==> src/hw/rtl/afpf_pkg.sv <==
// afpf_pkg: shared types, codes and helpers of the pattern fill pixel test
// no dependencies; imported by every module of the block
`default_nettype none

package afpf_pkg;

  localparam int COORD_W = 16;
  localparam int SIZE_W  = 15;
  localparam int INDEX_W = 12;
  localparam int TILE_W  = 7;
  localparam int REG_W   = 32;
  localparam int CELL_W  = 17;
  localparam int QDEPTH  = 4;
  localparam int QCNT_W  = 3;
  localparam int REM_W   = 4;

  localparam logic [1:0] MODE_LOAD   = 2'd0;
  localparam logic [1:0] MODE_RECT   = 2'd1;
  localparam logic [1:0] MODE_DISC   = 2'd2;
  localparam logic [1:0] MODE_UNUSED = 2'd3;

  localparam logic [2:0] CFG_INV_A  = 3'd0;
  localparam logic [2:0] CFG_INV_B  = 3'd1;
  localparam logic [2:0] CFG_INV_C  = 3'd2;
  localparam logic [2:0] CFG_INV_D  = 3'd3;
  localparam logic [2:0] CFG_INV_E  = 3'd4;
  localparam logic [2:0] CFG_INV_F  = 3'd5;
  localparam logic [2:0] CFG_TILE_W = 3'd6;
  localparam logic [2:0] CFG_TILE_H = 3'd7;

  typedef enum logic [1:0] {
    KIND_LOAD,
    KIND_RECT,
    KIND_DISC
  } kind_t;

  typedef struct packed {
    logic signed [COORD_W-1:0] shx;
    logic signed [COORD_W-1:0] shy;
    logic [SIZE_W-1:0]         sw;
    logic [SIZE_W-1:0]         sh;
    logic                      white;
    logic                      pat;
    logic [INDEX_W-1:0]        li;
    logic                      lb;
  } item_fields_t;

  typedef struct packed {
    kind_t        kind;
    item_fields_t f;
  } item_meta_t;

  // four restoring remainder steps, msb of bits first
  function automatic logic [TILE_W-1:0] rem_step(input logic [TILE_W-1:0] rem,
                                                 input logic [REM_W-1:0] bits,
                                                 input logic [TILE_W-1:0] div);
    logic [TILE_W:0]   r;
    logic [TILE_W-1:0] q;
    q = rem;
    for (int i = REM_W - 1; i >= 0; i--) begin
      r = {q, bits[i]};
      if (r >= {1'b0, div}) begin
        r = r - {1'b0, div};
      end
      q = r[TILE_W-1:0];
    end
    return q;
  endfunction

endpackage

`default_nettype wire

==> src/hw/rtl/afpf_fifo.sv <==
// afpf_fifo: short queue between the front and back parts
// depends on afpf_pkg for the count width
`default_nettype none

module afpf_fifo import afpf_pkg::*; #(
  parameter int W     = 8,
  parameter int DEPTH = 4
) (
  input  logic              clk,
  input  logic              rst_n,
  input  logic              push,
  input  logic [W-1:0]      din,
  input  logic              pop,
  output logic [W-1:0]      dout,
  output logic              valid,
  output logic [QCNT_W-1:0] cnt
);

  localparam int AW = $clog2(DEPTH);

  logic [W-1:0]      mem_r [DEPTH];
  logic [AW-1:0]     wr_ptr_r, rd_ptr_r;
  logic [QCNT_W-1:0] cnt_r;

  always_ff @(posedge clk) begin
    if (!rst_n) begin
      wr_ptr_r <= '0;
      rd_ptr_r <= '0;
      cnt_r    <= '0;
    end else begin
      if (push) begin
        wr_ptr_r <= wr_ptr_r + AW'(1);
      end
      if (pop) begin
        rd_ptr_r <= rd_ptr_r + AW'(1);
      end
      cnt_r <= cnt_r + QCNT_W'(push) - QCNT_W'(pop);
    end
  end

  always_ff @(posedge clk) begin
    if (push) begin
      mem_r[wr_ptr_r] <= din;
    end
  end

  assign dout  = mem_r[rd_ptr_r];
  assign valid = cnt_r != '0;
  assign cnt   = cnt_r;

endmodule

`default_nettype wire

==> config.mk <==
export PLATFORM = sky130hd
export DESIGN_NAME = afpf_fifo
export DESIGN_NICKNAME = d
export VERILOG_FILES = /design/src/hw/rtl/afpf_pkg.sv /design/src/hw/rtl/afpf_fifo.sv
export SDC_FILE = /design/constraint.sdc
export NUM_CORES = 1
export LEC_CHECK = 0
export BUFFER_PORTS_ARGS = -buffer_cell sky130_fd_sc_hd__buf_2
export CELL_PAD_IN_SITES_DETAIL_PLACEMENT = 1
export CELL_PAD_IN_SITES_GLOBAL_PLACEMENT = 2
export CORE_MARGIN = 3
export CORE_UTILIZATION = 40
export CTS_BUF_LIST = sky130_fd_sc_hd__clkbuf_4 sky130_fd_sc_hd__clkbuf_8 sky130_fd_sc_hd__clkbuf_16
export CTS_CLUSTER_DIAMETER = 200
export CTS_CLUSTER_SIZE = 16
export DETAILED_ROUTE_END_ITERATION = 8
export PLACE_DENSITY_LB_ADDON = 0.1
export SYNTH_ARGS = -nofsm -noshare
export SYNTH_HDL_FRONTEND = slang
export SYNTH_SLANG_ARGS = --single-unit
==> constraint.sdc <==
create_clock -name clk -period 2.2 [get_ports clk]
set_input_delay 0.11 -clock clk [delete_from_list [all_inputs] [get_ports clk]]
set_output_delay 0.11 -clock clk [all_outputs]
set_load 0.02 [all_outputs]
==> flow_summary.json <==
{
  "status": "finished clean",
  "slowest_delay_ps": 680,
  "max_clock_freq_mhz": 547.1,
  "vdd_drop_max_mv": 0.4048,
  "maxSlewViolCount": 0,
  "clk_latency_ps": 280,
  "syn_to_final_growth_pct": 16.94,
  "grt_pass1_vias": 822,
  "core_area_sq_mm": 0.003744,
  "hold_buffers": 0,
  "clkTransAtPathRegs_ps": 70,
  "post_cts_buffers": 0,
  "initial_core_util": 0.4261,
  "cpMaxStageDelayCell": "dfxtp_1",
  "power_per_cell_area_mw_per_mm2": 952.2,
  "pwr-share-seq": 0.522,
  "timing.setup.tns_ps": 0,
  "cts_tree": "done",
  "synthXorXnorAreaFrac": 0.02588,
  "hpwl_mm": 1.857,
  "die_h_microns": 69.15,
  "final.period_utilization": 0.8308,
  "grt_pass1_wl_mm": 4.188,
  "antenna_found_initial": 0,
  "cts_resized": 0,
  "hold_viol": 0,
  "drive_gt1_frac": 0.3540,
  "drtAntennaViolNets": 0,
  "fin_worst_skew_ps": 4.819,
  "gp_congestion": 0.6857,
  "cellLeakagePower_nw": 0.7025,
  "synthAdderAreaFrac": 0.05961,
  "syn_area_per_cell_sq_um": 18.99,
  "io_pins": 24,
  "synth_cell_types": 17,
  "path_max_fanout": 8,
  "hold_end": "mem_r[1][5]",
  "whs_path_depth": 1,
  "cap_violations": 0,
  "synthMuxAreaShare": 0.1192,
  "hold_class": "input port to flop",
  "yosysTopAreaCellShare": 0.6024,
  "grt-ovfl-total": 0,
  "synth-compound-area-share": 0.009412,
  "clock_sinks": 41,
  "reg2reg_from": "cnt[0]",
  "holdWs_ps": 43.16,
  "stdcell_count": 161,
  "p_int_mw": 1.368,
  "finalNetCount": 131,
  "root_buffer": "clkbuf_8",
  "place_inst": 153,
  "synth_cells": 84,
  "routed_wirelength_mm": 2.528,
  "grt_use_total": 0.1191,
  "firstDrtPassIters": 4,
  "setup_viol": 0,
  "max_slew_margin": 0.6224,
  "switching_share": 0.2299,
  "grt_max_degree": 14,
  "ys_seq_area_frac": 0.7153,
  "port_buffers": 23,
  "endpoint_kind": "output port",
  "drt_iter0_markers": 52,
  "drc": 0,
  "die_w_microns": 69.15,
  "synth_nets": 103,
  "ys_warn_count": 0,
  "vias": 772,
  "via_per_inst": 4.795,
  "synthTopCellsByArea": "edfxtp_1 (60%), dfxtp_1 (11%), mux4_2 (11%)",
  "timing.reg2reg.setup_slack_ps": 460,
  "worstPathRequired_ps": 2090,
  "cp-start-kind": "flop",
  "yosys_register_bits": 41,
  "synth_area_sq_mm": 0.001595,
  "rows": 22,
  "cts_buffers": 5,
  "path_delay_family": "flip-flops",
  "wl_per_cell_microns": 15.70,
  "path_buf_inv": 1,
  "switching_power_uw": 408.4,
  "synth_largest_area_cell": "edfxtp_1",
  "r2r_cells": 7,
  "clock_path_buffers": 2,
  "n_antenna_cell": 0,
  "combPwrFrac": 0.152,
  "min_from": "din[5]",
  "rsz0062_at_grt": "false",
  "critPathArrivalTime_ps": 1720,
  "cts.htree.levels": 2,
  "synth_top_family_by_area": "multiplexers",
  "die_area_sq_mm": 0.004782,
  "worstPathCellList": "mux4_2, buf_2",
  "synth-simple-area-share": 0.04392,
  "clkPwrFrac": 0.326,
  "tightest_slew_ps": 565.6,
  "worstSetupPathType": "flop to output port",
  "worst_r2r_endpoint": "cnt[2]",
  "fin_crit_ps": 1828
}
## cell families (layout without fill, tap and decap cells)
logic type / after synthesis / after routing
AOI/OAI and AO/OA: 2 / 2
xor gates and xnor gates: 3 / 3
adders and majority gates: 7 / 7
buffers and inverters: 9 / 38
DFF: 41 / 41
muxes: 9 / 9
and+or+nand+nor: 13 / 13
## Yosys cell counts
| cell type | number |
|---|---|
| a21bo_2 | 1 |
| a21oi_1 | 1 |
| and2_1 | 6 |
| buf_6 | 1 |
| clkbuf_2 | 1 |
| dfxtp_1 | 9 |
| edfxtp_1 | 32 |
| fa_1 | 1 |
| ha_1 | 6 |
| inv_1 | 7 |
| mux2i_1 | 1 |
| mux4_2 | 8 |
| nand3b_1 | 1 |
| nor2_1 | 5 |
| or3_1 | 1 |
| xnor2_1 | 2 |
| xor3_1 | 1 |
## worst reg2reg max path, delay by kind of cell (launching register included)
kind	cells	cell delay (ps)
xor gates and xnor gates	1	350
adders and majority gates	3	820
buffers and inverters	2	90
DFF	1	340
and+or+nand+nor	1	80
## sequential cells by signal, indices dropped and copies added, names as in the netlist, named ones only
signal / count
cnt: 3
rd_ptr_r: 2
mem_r: 32
wr_ptr_r: 2
## worst max path at each step
stage,startpoint,endpoint,slack (ps),cells after the start
2_1_floorplan,cnt[0],cnt[2],380,7
3_3_place_gp,cnt[0],cnt[2],500,7
3_5_place_dp,cnt[0],cnt[2],470,7
4_1_cts,flop,dout[1],310,2
5_1_grt,flop,dout[5],240,2
6_report,flop,dout[1],370,2
## cells in the final DEF, fill, tap and decap left out, drive strengths merged
cell type / count
xnor2: 2
nor2: 5
edfxtp: 32
nand3b: 1
mux2i: 1
bufinv: 1
buf: 23
and2: 6
inv: 7
ha: 6
a21bo: 1
or3: 1
mux4: 8
dfxtp: 9
fa: 1
xor3: 1
clkbuf: 6
clkinv: 1
a21oi: 1
## power groups by stage
stage | combinational, mW | sequential [mW] | clock [mW]
finish | 0.270 | 0.927 | 0.579
global route | 0.294 | 0.936 | 0.633
CTS | 0.277 | 0.929 | 0.595
detailed placement | 0.277 | 0.947 | 0
global placement | 0.271 | 0.944 | 0
floorplan | 0.185 | 0.946 | 0
## layout make-up
cell class	count	area (sq um)
tap	48	60.06
clock buffer	6	76.32
timing repair buffer	23	115.1
clock inverter	2	35.03
sequential	41	1141
inverter	7	26.28
multi-input combinational	34	411.6
fill	383	1878
## per-layer routing
metal	GRT usage	routed length (microns)	up-vias
li1	-	-	367
met1	0.1344	1051	386
met2	0.1970	1337	15
met3	0.04519	99	4
met4	0.05857	39	0
met5	0	0	-
## stage by stage
stage	setup slack [ps]	util	power, mW	cell area [sq um]
after floorplan	380.6	-	1.130	1595
after global placement	502.4	0.4686	1.215	1754
after detailed placement	468.1	0.4686	1.224	1754
after CTS	311.6	0.4983	1.802	1866
after global routing	237.9	0.4983	1.864	1866
final	372.2	0.4983	1.776	1866
Power figures use the tool's default switching activity.
