`src/hw/rtl/afpf_pkg.sv`:
```
// afpf_pkg: shared types, codes and helpers of the pattern fill pixel test
// no dependencies; imported by every module of the block
`default_nettype none

package afpf_pkg;

  localparam int COORD_W = 16;
  localparam int SIZE_W  = 15;
  localparam int INDEX_W = 12;
  localparam int TILE_W  = 7;
  localparam int REG_W   = 32;
  localparam int CELL_W  = 17;
  localparam int QDEPTH  = 4;
  localparam int QCNT_W  = 3;
  localparam int REM_W   = 4;

  localparam logic [1:0] MODE_LOAD   = 2'd0;
  localparam logic [1:0] MODE_RECT   = 2'd1;
  localparam logic [1:0] MODE_DISC   = 2'd2;
  localparam logic [1:0] MODE_UNUSED = 2'd3;

  localparam logic [2:0] CFG_INV_A  = 3'd0;
  localparam logic [2:0] CFG_INV_B  = 3'd1;
  localparam logic [2:0] CFG_INV_C  = 3'd2;
  localparam logic [2:0] CFG_INV_D  = 3'd3;
  localparam logic [2:0] CFG_INV_E  = 3'd4;
  localparam logic [2:0] CFG_INV_F  = 3'd5;
  localparam logic [2:0] CFG_TILE_W = 3'd6;
  localparam logic [2:0] CFG_TILE_H = 3'd7;

  typedef enum logic [1:0] {
    KIND_LOAD,
    KIND_RECT,
    KIND_DISC
  } kind_t;

  typedef struct packed {
    logic signed [COORD_W-1:0] shx;
    logic signed [COORD_W-1:0] shy;
    logic [SIZE_W-1:0]         sw;
    logic [SIZE_W-1:0]         sh;
    logic                      white;
    logic                      pat;
    logic [INDEX_W-1:0]        li;
    logic                      lb;
  } item_fields_t;

  typedef struct packed {
    kind_t        kind;
    item_fields_t f;
  } item_meta_t;

  // four restoring remainder steps, msb of bits first
  function automatic logic [TILE_W-1:0] rem_step(input logic [TILE_W-1:0] rem,
                                                 input logic [REM_W-1:0] bits,
                                                 input logic [TILE_W-1:0] div);
    logic [TILE_W:0]   r;
    logic [TILE_W-1:0] q;
    q = rem;
    for (int i = REM_W - 1; i >= 0; i--) begin
      r = {q, bits[i]};
      if (r >= {1'b0, div}) begin
        r = r - {1'b0, div};
      end
      q = r[TILE_W-1:0];
    end
    return q;
  endfunction

endpackage

`default_nettype wire

```
`src/hw/rtl/afpf_front.sv`:
```
// afpf_front: accepts items, classifies them and maps the pixel centre
// through the inverse matrix; depends on afpf_pkg
`default_nettype none

module afpf_front import afpf_pkg::*; #(
  parameter int PATTERN_CELLS = 4096,
  parameter int PIXEL_BITS    = 10,
  parameter int LW            = 46
) (
  input  logic                    clk,
  input  logic                    rst_n,
  input  logic                    in_valid,
  output logic                    in_ready,
  input  logic [1:0]              mode,
  input  logic [PIXEL_BITS-1:0]   px,
  input  logic [PIXEL_BITS-1:0]   py,
  input  item_fields_t            fields,
  input  logic signed [REG_W-1:0] inv_a,
  input  logic signed [REG_W-1:0] inv_b,
  input  logic signed [REG_W-1:0] inv_c,
  input  logic signed [REG_W-1:0] inv_d,
  input  logic signed [REG_W-1:0] inv_e,
  input  logic signed [REG_W-1:0] inv_f,
  input  logic [QCNT_W-1:0]       fifo_cnt,
  output logic                    push,
  output item_meta_t              push_meta,
  output logic [PIXEL_BITS-1:0]   push_px,
  output logic [PIXEL_BITS-1:0]   push_py,
  output logic signed [LW-1:0]    push_lx,
  output logic signed [LW-1:0]    push_ly
);

  localparam int PW = REG_W + PIXEL_BITS + 2;

  logic                        accept;
  logic                        keep;
  kind_t                       kind;
  logic [QCNT_W:0]             occ;
  logic signed [PIXEL_BITS+1:0] sx2;
  logic signed [PIXEL_BITS+1:0] sy2;

  logic                     v1_r, v2_r;
  item_meta_t               meta1_r, meta2_r;
  logic [PIXEL_BITS-1:0]    px1_r, py1_r, px2_r, py2_r;
  logic signed [PW-1:0]     pa_r, pb_r, pc_r, pd_r;
  logic signed [REG_W-1:0]  e_r, f_r;
  logic signed [LW-1:0]     lx_r, ly_r;

  // items in flight plus queue fill never exceed the queue depth
  assign occ      = {1'b0, fifo_cnt} + (QCNT_W+1)'(v1_r) + (QCNT_W+1)'(v2_r);
  assign in_ready = occ < (QCNT_W+1)'(QDEPTH);
  assign accept   = in_valid && in_ready;

  assign sx2 = $signed({1'b0, px, 1'b1});
  assign sy2 = $signed({1'b0, py, 1'b1});

  always_comb begin
    kind = KIND_LOAD;
    keep = 1'b0;
    unique case (mode)
      MODE_LOAD: begin
        kind = KIND_LOAD;
        keep = CELL_W'(fields.li) < CELL_W'(PATTERN_CELLS);
      end
      MODE_RECT: begin
        kind = KIND_RECT;
        keep = (fields.sw != '0) && (fields.sh != '0);
      end
      MODE_DISC: begin
        kind = KIND_DISC;
        keep = fields.sw != '0;
      end
      default: begin
        kind = KIND_LOAD;
        keep = 1'b0;
      end
    endcase
  end

  always_ff @(posedge clk) begin
    if (!rst_n) begin
      v1_r <= 1'b0;
      v2_r <= 1'b0;
    end else begin
      v1_r <= accept && keep;
      v2_r <= v1_r;
    end
  end

  always_ff @(posedge clk) begin
    meta1_r.kind <= kind;
    meta1_r.f    <= fields;
    px1_r        <= px;
    py1_r        <= py;
    pa_r         <= inv_a * sx2;
    pb_r         <= inv_b * sx2;
    pc_r         <= inv_c * sy2;
    pd_r         <= inv_d * sy2;
    e_r          <= inv_e;
    f_r          <= inv_f;
    meta2_r      <= meta1_r;
    px2_r        <= px1_r;
    py2_r        <= py1_r;
    lx_r         <= LW'(pa_r) + LW'(pc_r) + (LW'(e_r) <<< 1);
    ly_r         <= LW'(pb_r) + LW'(pd_r) + (LW'(f_r) <<< 1);
  end

  assign push      = v2_r;
  assign push_meta = meta2_r;
  assign push_px   = px2_r;
  assign push_py   = py2_r;
  assign push_lx   = lx_r;
  assign push_ly   = ly_r;

endmodule

`default_nettype wire

```
`config.mk`:
```
export PLATFORM = sky130hd
export DESIGN_NAME = afpf_front
export DESIGN_NICKNAME = d
export VERILOG_FILES = /design/src/hw/rtl/afpf_pkg.sv /design/src/hw/rtl/afpf_front.sv
export SDC_FILE = /design/constraint.sdc
export NUM_CORES = 2
export LEC_CHECK = 0
export BUFFER_PORTS_ARGS = -buffer_cell sky130_fd_sc_hd__buf_2
export CORE_ASPECT_RATIO = 0.8
export CORE_UTILIZATION = 46
export DETAILED_ROUTE_END_ITERATION = 12
export PLACE_DENSITY = 0.75
export REMOVE_ABC_BUFFERS = 1
export SYNTH_ARGS = -nofsm -noshare
export SYNTH_HDL_FRONTEND = slang
export SYNTH_SLANG_ARGS = --single-unit
```
`constraint.sdc`:
```
create_clock -name clk -period 8.1 [get_ports clk]
set_clock_uncertainty 0.1 [all_clocks]
set_input_delay 1.215 -clock clk [delete_from_list [all_inputs] [get_ports clk]]
set_output_delay 1.215 -clock clk [all_outputs]
set_load 0.01 [all_outputs]
```
==> run metrics <==
worst path arrival time=7860 ps; share of layout cells above drive strength 1=0.0927; Die Ht=338 µm; max-capacitance violation count=0; syn_area_per_cell=9.30 µm²; Primary FF master, synth=dfxtp_1; vias per cell=5.12; Final Non-Filler Cells=slightly above 9000; status=complete, no violations; Total GRT Usage=0.246; GRT overflow=0; cell total after placement=roughly 9000; met3 Resource Use GR=0.0343; worst skew pair latency=approximately 670 ps; worst hold path class=flip-flop to flip-flop; hpwl dp=142000 µm; largest net degree at the start of global routing=66; antenna violations before repair=20; initial drt markers=2995; Reg clk slew, reported paths=70 ps; fin area=71100 µm²; Resized Gates After CTS=0; Max Clk Rate=0.134 GHz; CTS max path bufs=3; asr flop ratio synth=0; Unique masters post-synth=73; crit end category=flip-flop; Max-slew headroom=0.360; Mapped Cells=6963; clk sink count=roughly 530; RSZ-0062 raised after global routing=false; remaining antenna violation count=0; post-synth top area share=0.404; GRT met1 Usage=0.313; YS warnings=0; # fillers=12600; number of synthesized flops with an enable pin=0; fin crit period=7460 ps; final setup fails=0; fin util=0.512; startpoint types=input pin; Pins Over Slew Limit=0; most common cell in the netlist=inv_1; Post-Route WL=170000 µm; WL/cell=18.5 µm; # hold bufs at CTS=0; fraction of the cycle the final worst path needs=0.921; DR pass1 iterations=7; CP required=between 8000 and 9000 ps; CTS Root Cell=clkbuf_16; Top Usage Layer GRT=met2; Placer Congestion=roughly 0.94; Worst Setup Path Type=input pin to flip-flop; Initial Util=0.466; Final Hold Violating Endpoints=0; PortBufs=489; most frequent cells after synthesis=1652 x inv_1, 1308 x fa_1, 1058 x nand2_1, 532 x dfxtp_1, 467 x ha_1; DR vias=47200; final setup TNS=0 ps; Die ar.=about 140000 µm²; Synth area leaders=fa_1 40%, dfxtp_1 16%, inv_1 9.6%; FF-to-FF setup slack=2920 ps; placed cell areas=69200 µm²; die width=421 µm; Worst-Margin Slew=959 ps; synthesized cell area=64700 µm²; Multi-input gate area=46800 µm²; first-pass GRT wire length=275000 µm; FF+latch area=10700 µm²; GRT met2 Usage=0.413; total number of H-tree levels=2; placement row count=about 120; Yosys top cell by area=fa_1; num ports=490; fin nets=~9400; area growth from synthesis to layout=9.80%; worst-path maximum fanout=36; register area share after synthesis=0.165; Core Area=139000 µm²; vias in the first global route=approximately 50000; Post-CTS Setup Bufs=0; DRC Markers=0; TritonCTS clock tree=done; total CTS buffers=55; flop and latch count out of synthesis=532
## routing by layer
layer | routed length (µm) | vias to the layer above
li1 | - | 21400
met1 | 68100 | 23700
met2 | 81300 | 1802
met3 | 11400 | 341
met4 | 9550 | 2
met5 | 8 | -
## logic make-up after synthesis
family,synth area share
adders and majority gates,0.495
and+or+nand+nor,0.125
AOI/OAI and AO/OA,0.0720
buffers and inverters,0.112
xor gates and xnor gates,0.0318
DFF,0.165
## layout by cell type (no fill, tap or decap), types with 118 or more instances in the layout
cell / synthesis / final
and2_1: 344 / 344
dfxtp_1: 532 / 532
buf_2: 0 / 489
a21oi_1: 224 / 224
inv_1: 1652 / 1652
fa_1: 1308 / 1308
nand2_1: 1058 / 1058
xnor2_1: 167 / 167
nor2_1: 147 / 147
a21o_1: 118 / 118
ha_1: 467 / 467
## sequential cells by signal, summed over array words and instances, names as in the netlist
name	flops
pa_r	44
pc_r	44
push_meta	79
push_lx	46
pb_r	44
push_ly	46
f_r	32
meta1_r	79
pd_r	44
push	1
py1_r	10
px1_r	10
push_px	10
e_r	32
push_py	10
v1_r	1
## area by class of cell
cell class,instances,area share
Clock inverter,37,0.00627
Inverter,1652,0.0872
Tap cell,1860,0.0327
Antenna cell,14,0.000493
Multi-Input combinational cell,4500,0.659
Timing Repair Buffer,555,0.0440
Sequential cell,532,0.150
Clock buffer,67,0.0204
## through the flow
stage          setup slack [ps]  hold WS (ps)
3_5_place_dp                173           212
2_1_floorplan              1640           210
6_report                    640           223
3_3_place_gp                303           210
5_1_grt                     320           230
4_1_cts                     799           225
## critical path: stages
cell,delay [ps]
buf_2,600
buf_12,320
nand2_1,120
fa_1,540
inv_1,50
fa_1,550
fa_1,420
fa_1,490
inv_1,70
fa_1,480
inv_1,40
ha_1,340
nand2_1,140
a211oi_1,200
o21ai_1,150
a211oi_1,570
o41ai_2,180
o31ai_1,370
buf_4,220
a31oi_2,150
o21ai_2,310
a311oi_1,150
xnor2_1,140
## worst paths after layout
path,start,end,cells past startpoint
hold / removal,meta1_r[35]$_DFF_P_,push_meta[35]$_DFF_P_,0
hold reg to reg,meta1_r[35]$_DFF_P_,push_meta[35]$_DFF_P_,0
setup / recovery,px[5],pa_r[42]$_DFF_P_,23
setup reg to reg,pb_r[1]$_DFF_P_,push_ly[41]$_DFF_P_,14
Power is not shown: default switching activity piles up to over one toggle a cycle in this logic, so the estimate is an artifact.
